[src/rtl/wlss_pkg.sv]
// Shared types and constants for the wear-leveled slot store.
// Used by the controller, the datapath and the top level; no dependencies.
package wlss_pkg;

    localparam int MEM_BYTES_DEF  = 4096;
    localparam int SLOT_COUNT_DEF = 8;
    localparam int CNT_BYTES      = 4;

    localparam logic        OP_WRITE  = 1'b0;
    localparam logic        OP_READ   = 1'b1;
    localparam logic [31:0] CNT_MAX   = 32'hFFFF_FFFF;
    localparam logic [7:0]  BYTE_ZERO = 8'h00;

    localparam logic [1:0] SIZE_1B = 2'd0;
    localparam logic [1:0] SIZE_2B = 2'd1;
    localparam logic [1:0] SIZE_4B = 2'd2;
    localparam logic [1:0] SIZE_8B = 2'd3;

    // Controller to datapath commands
    typedef struct packed {
        logic clr;     // write zero at the clear pointer, advance
        logic load;    // capture a request
        logic scan;    // issue one counter byte read
        logic check;   // settle the chosen slot and its addresses
        logic wcnt;    // write one counter byte
        logic wval;    // write one value byte
        logic rval;    // issue one value byte read
        logic finish;  // present the result
    } t_cmd;

    // Datapath to controller status
    typedef struct packed {
        logic clr_last;
        logic cnt_err;
        logic scan_last;
        logic data_err;
        logic cnt_last;
        logic val_last;
        logic op;
    } t_sts;

endpackage

[src/rtl/wlss_ctrl.sv]
// Sequencer of the slot store: clear pass, counter scan, write and read phases.
// Depends on wlss_pkg for the command and status structs.
module wlss_ctrl (
    input  logic            i_clk,
    input  logic            i_rst_n,
    input  logic            i_start,
    input  wlss_pkg::t_sts  i_sts,
    output wlss_pkg::t_cmd  o_cmd,
    output logic            o_busy
);

    typedef enum logic [3:0] {
        S_CLEAR,
        S_IDLE,
        S_SCAN,
        S_SDRAIN,
        S_CHECK,
        S_WCNT,
        S_WVAL,
        S_RVAL,
        S_RDRAIN,
        S_DONE
    } t_state;

    t_state r_state;
    t_state n_state;
    logic   r_busy;

    always_comb begin
        n_state = r_state;
        o_cmd   = '0;
        unique case (r_state)
            S_CLEAR: begin
                o_cmd.clr = 1'b1;
                if (i_sts.clr_last) begin
                    n_state = S_IDLE;
                end
            end
            S_IDLE: begin
                if (i_start) begin
                    o_cmd.load = 1'b1;
                    n_state    = i_sts.cnt_err ? S_DONE : S_SCAN;
                end
            end
            S_SCAN: begin
                o_cmd.scan = 1'b1;
                if (i_sts.scan_last) begin
                    n_state = S_SDRAIN;
                end
            end
            S_SDRAIN: begin
                n_state = S_CHECK;
            end
            S_CHECK: begin
                o_cmd.check = 1'b1;
                priority if (i_sts.data_err) begin
                    n_state = S_DONE;
                end else if (i_sts.op == wlss_pkg::OP_READ) begin
                    n_state = S_RVAL;
                end else begin
                    n_state = S_WCNT;
                end
            end
            S_WCNT: begin
                o_cmd.wcnt = 1'b1;
                if (i_sts.cnt_last) begin
                    n_state = S_WVAL;
                end
            end
            S_WVAL: begin
                o_cmd.wval = 1'b1;
                if (i_sts.val_last) begin
                    n_state = S_DONE;
                end
            end
            S_RVAL: begin
                o_cmd.rval = 1'b1;
                if (i_sts.val_last) begin
                    n_state = S_RDRAIN;
                end
            end
            S_RDRAIN: begin
                n_state = S_DONE;
            end
            S_DONE: begin
                o_cmd.finish = 1'b1;
                n_state      = S_IDLE;
            end
            default: begin
                n_state = S_IDLE;
            end
        endcase
    end

    always_ff @(posedge i_clk) begin
        if (!i_rst_n) begin
            r_state <= S_CLEAR;
            r_busy  <= 1'b1;
        end else begin
            r_state <= n_state;
            r_busy  <= (n_state != S_IDLE);
        end
    end

    assign o_busy = r_busy;

endmodule

[config.mk]
export PLATFORM = sky130hd
export DESIGN_NAME = wlss_ctrl
export DESIGN_NICKNAME = d
export VERILOG_FILES = /design/src/rtl/wlss_pkg.sv /design/src/rtl/wlss_ctrl.sv
export SDC_FILE = /design/constraint.sdc
export NUM_CORES = 1
export LEC_CHECK = 0
export ABC_AREA = 1
export CAP_MARGIN = 10
export CORE_AREA = 2 2 39 41
export DETAILED_ROUTE_END_ITERATION = 16
export DIE_AREA = 0 0 41 43
export DONT_BUFFER_PORTS = 1
export PLACE_DENSITY_LB_ADDON = 0.05
export SKIP_LAST_GASP = 1
export SLEW_MARGIN = 20
export SYNTH_ARGS = -nofsm -noshare
export SYNTH_HDL_FRONTEND = slang
export SYNTH_SLANG_ARGS = --single-unit
[constraint.sdc]
create_clock -name i_clk -period 1.39 [get_ports i_clk]
set_input_delay 0.139 -clock i_clk [delete_from_list [all_inputs] [get_ports i_clk]]
set_output_delay 0.139 -clock i_clk [all_outputs]
set_load 0.01 [all_outputs]
Word level (Yosys, flattened, before mapping)
Cells that the tools add are included.

Input port bits: 10. Logic and storage cells: 32. Bits in registers: 5. Output and inout bits: 9.

Eq/ne operators: 10. Reductions and logical operators: 1. Muxes and demuxes: 19.

Operators with widths (count): one-hot mux 4 bit (9 select lines) (1); two-way mux 4 bit (8); equality test 4 x 3 -> 1 bit (second input constant) (4); two-way mux 1 bit (9); equality test 4 x 2 -> 1 bit (second input constant) (2); equality test 4 bit (second input constant) (2); equality test 4 x 1 -> 1 bit (second input constant) (1); logical NOT 4 bit (1); inequality test 4 x 1 -> 1 bit (second input constant) (1); two-way mux 2 bit (1).

Logic depth before layout (Yosys ltp)
Depth after elaboration: 4. Mapped depth: 9. Gate-level depth less buffers: 9.

Worst setup path before layout
Ideal clock, no wire load.

Path kind: reg2reg. Start point: reg r_state[2]. End point: reg r_busy, in the netlist o_busy. Path slack: 290 ps. Setup time: 116 ps. Path buffers: 1. Required time: 1274 ps. Clock period less this slack: 1100 ps. Data arrival time: 983 ps. Cell stages (with the launch flop): 9. Cells stage by stage: dfxtp_1 > inv_2 > nor2_2 > buf_6 > nand2_2 > nor2_2 > nor2_1 > a21oi_2 > nand2_1.

Cells in the longest elaborated chain, start to end: 3. Elaborated cells on any way between the ends: 17. Classes of those cells: eq/ne (9); mux (7); reduce/logical (1).

RTL lines: from (decl) (RTL line wlss_ctrl.sv:25) `t_state r_state;`; from (signal assigned) (RTL line wlss_ctrl.sv:100) `r_state <= n_state;`; equality test 4 bit, or another cell as far along (RTL line wlss_ctrl.sv:32) `unique case (r_state)`; one-hot mux 4 bit (9 select lines) * (RTL line wlss_ctrl.sv:32); inequality test 4 x 1 -> 1 bit * (RTL line wlss_ctrl.sv:101) `r_busy <= (n_state != S_IDLE);`; to (signal assigned) (RTL line wlss_ctrl.sv:101); to (decl) (RTL line wlss_ctrl.sv:27) `logic r_busy;`.

Every way passes the cells marked *; elsewhere a longest branch is shown, timed or not. A chain may end at the register's enable or synchronous reset.

==> flow_metrics.py <==
metrics = {
    "outcome": {
        "status": "complete, no violations",
    },
    "critical_path": {
        "crit_fanout": 7,
        "cp.required_ns": 1.25,
        "r2r_slack_ns": 0.15,
        "cpLargestDelayFamily": "simple AND/OR/NAND/NOR gates",
        "path_cells": "nor2_2 -> inv_1 -> nor2_1",
        "r2r_start": "r_state[2]$_SDFF_PN0_",
        "crit_path_end_kind": "output port",
        "cp_num_buf_inv": 1,
        "worstSetupStartpointType": "register",
        "critical_path.max_stage_delay_ns": 0.37,
        "worst_ep_arrival_time_ns": 1.22,
        "path_class": "register to output port",
        "r2r_end": "o_busy$_SDFF_PN1_",
        "crit_slowest_cell": "dfxtp_1",
        "worst_r2r_path_depth": 9,
    },
    "yosys": {
        "yosysUniqueCellTypes": 17,
        "syn_nets": 90,
        "yosys_warnings": 0,
        "synth_cells": 80,
        "yosys-top-cells-area": "dfxtp_1 23%, nand2_1 16%, nand3_1 11%, nor2_1 11%, inv_1 10%",
        "synth_top_area_share": 0.2273,
        "synth_largest_area_cell": "dfxtp_1",
        "netlist_area_sq_um": 440.4,
        "ys_ff_latch": 5,
        "yosysSeqAreaShare": 0.2273,
        "post_synth.cell_area_avg_sq_um": 5.505,
    },
    "placed_design": {
        "dp_cells": 97,
        "io_buffers": 0,
        "place_congestion": 0.6673,
        "hpwl_um": 943.9,
    },
    "min_path": {
        "min_path_cells": 2,
        "min_to": "r_state[0]$_SDFF_PN0_",
        "min_from": "i_rst_n",
        "hold_path.class": "primary input to register",
    },
    "sta": {
        "worst_pin_slew_ns": 0.3774,
        "setup_viol": 0,
        "clock_skew_ns": 0.004571,
        "rsz0062_at_grt": "yes",
        "hold-worst-slack_ns": 0.06494,
        "drv_slew": 0,
        "finalHoldViolCount": 0,
        "fmax_mhz": 733.7,
        "slew_headroom": 0.7464,
        "fin_crit_ns": 1.363,
        "period_share": 0.9805,
    },
    "cts": {
        "cts_tree": "yes",
        "cts_made_buffers": 3,
        "root_buffer": "clkbuf_4",
        "clk_pin_slew_ns": 0.05,
        "cts_sinks": 5,
        "insertion_delay_ns": 0.25,
        "cts.path.max_buffers": 2,
        "h-tree-depth": 1,
    },
    "die": {
        "die_area_sq_mm": 0.001763,
        "core_area_sq_mm": 0.001384,
        "placementRows": 14,
        "fp.dieW_um": 41,
        "io_pins": 19,
        "start_util": 0.3183,
        "fp.dieH_um": 43,
    },
    "drt": {
        "wl_um": 1153,
        "wl_per_cell_um": 11.30,
        "drt_iter0_markers": 6,
        "drc": 0,
        "antenna_left": 0,
        "first_pass_iters": 3,
        "via_per_inst": 4.873,
        "num_vias": 497,
    },
    "cells_and_area": {
        "final_common_cell": "nand2_1",
        "final_cell_mix": "19 x nand2_1, 12 x inv_1, 12 x nor2_1",
        "fin_nets": 97,
        "num_antenna_cells": 0,
        "syn_to_final_growth_pct": 17.33,
        "drive_gt1_frac": 0.1977,
        "final_cell_count_no_fill": 102,
    },
    "global_routing": {
        "grt_pass1_vias": 465,
        "grt_pass1_wl_um": 1876,
        "overflow": 0,
        "antenna_found_initial": 0,
        "grt_start_max_net_pins": 12,
        "grt_usage": 0.1616,
    },
    "pwr": {
        "power_density_mw_per_mm2": 945.2,
        "power.static_leakage_uw": 0.0002869,
        "ir_drop_uv": 434.6,
    },
    "run": {
        "maxCapViolCount": 0,
    },
}
[flip-flops by register name, indices dropped and copies added (netlist names)]
name	count
o_busy	1
r_state	4
[layer usage]
metal  up-vias  wire, um  global-route usage
li1        262         -                   -
met1       216       493              0.1929
met2        14       523              0.2344
met3         5        91             0.02618
met4         0        45              0.1400
met5         -         0                   0
[repair_timing]
item | in CTS | in global routing
endpoints found under the hold margin | 1 | 0
resized for setup | 0 | 2
setup buffers | 0 | 0
endpoints found under the setup margin | 0 | 6
hold buffers | 1 | 0
[through the flow]
| stage | instance area [sq um] | utilization | TNS [ns] | total power (uW) | worst slack (ns) |
|---|---|---|---|---|---|
| floorplan | 440.4 | - | 0 | 282.3 | 0.2904 |
| global placement | 476.7 | 0.3445 | 0 | 317.1 | 0.1380 |
| detailed placement | 476.7 | 0.3445 | 0 | 314.4 | 0.1546 |
| CTS | 513.0 | 0.3707 | 0 | 497.1 | 0.01197 |
| global route | 516.7 | 0.3734 | -0.1449 | 522.4 | -0.07567 |
| finish | 516.7 | 0.3734 | 0 | 488.4 | 0.02705 |
[area by class of cell]
cell class              instances  area (sq um)
flip-flops and latches          5         101.3
multi-input cells              59         275.3
repair buffers                  3         37.54
clock buffers                   4         26.28
well taps                      16         20.02
fillers                       180         867.1
inverters                      15         56.30
[power by group]
group          internal [uW]  switching, uW
clock                    109           64.8
combinational           44.5           88.5
sequential               160           21.9
[worst register-to-register path, stage by stage (launching register included)]
cell and delay [ns]:
dfxtp_1 0.39, inv_2 0.07, nor2_2 0.12, buf_12 0.14, nand2_1 0.05, nor2_1 0.17
nor2_1 0.09, nand2_1 0.07, nor2_1 0.04, nand2_1 0.05
[cell usage after synthesis]
cell	n
a21oi_1	2
a21oi_2	1
and3_1	1
buf_6	1
dfxtp_1	5
inv_1	12
inv_2	3
nand2_1	19
nand2_2	1
nand3_1	10
nand3b_1	1
nand4_1	2
nor2_1	13
nor2_2	5
nor3_1	1
o21ai_0	2
o21ai_1	1
[worst max-delay path by stage]
| stage | from | to | slack [ns] | depth (start not counted) |
|---|---|---|---|---|
| 2_1_floorplan | r_state[2]$_SDFF_PN0_ | o_busy$_SDFF_PN1_ | 0.29 | 8 |
| 3_3_place_gp | r_state[2]$_SDFF_PN0_ | o_busy$_SDFF_PN1_ | 0.14 | 9 |
| 3_5_place_dp | r_state[0]$_SDFF_PN0_ | o_busy$_SDFF_PN1_ | 0.15 | 7 |
| 4_1_cts | r_state[1]$_SDFF_PN0_ | o_cmd[4] | 0.01 | 3 |
| 5_1_grt | r_state[1]$_SDFF_PN0_ | o_cmd[7] | -0.08 | 3 |
| 6_report | r_state[1]$_SDFF_PN0_ | o_cmd[4] | 0.03 | 3 |
[cell families (layout without fill, tap and decap cells)]
group                  after synthesis  after routing  share of synthesized area
AO/OA/AOI/OAI                        6              6                    0.07670
AND/OR/NAND/NOR                     53             53                     0.5426
flip-flops                           5              5                     0.2273
buffers and inverters               16             22                     0.1534
Note: power is estimated with default switching activity, not from simulation.
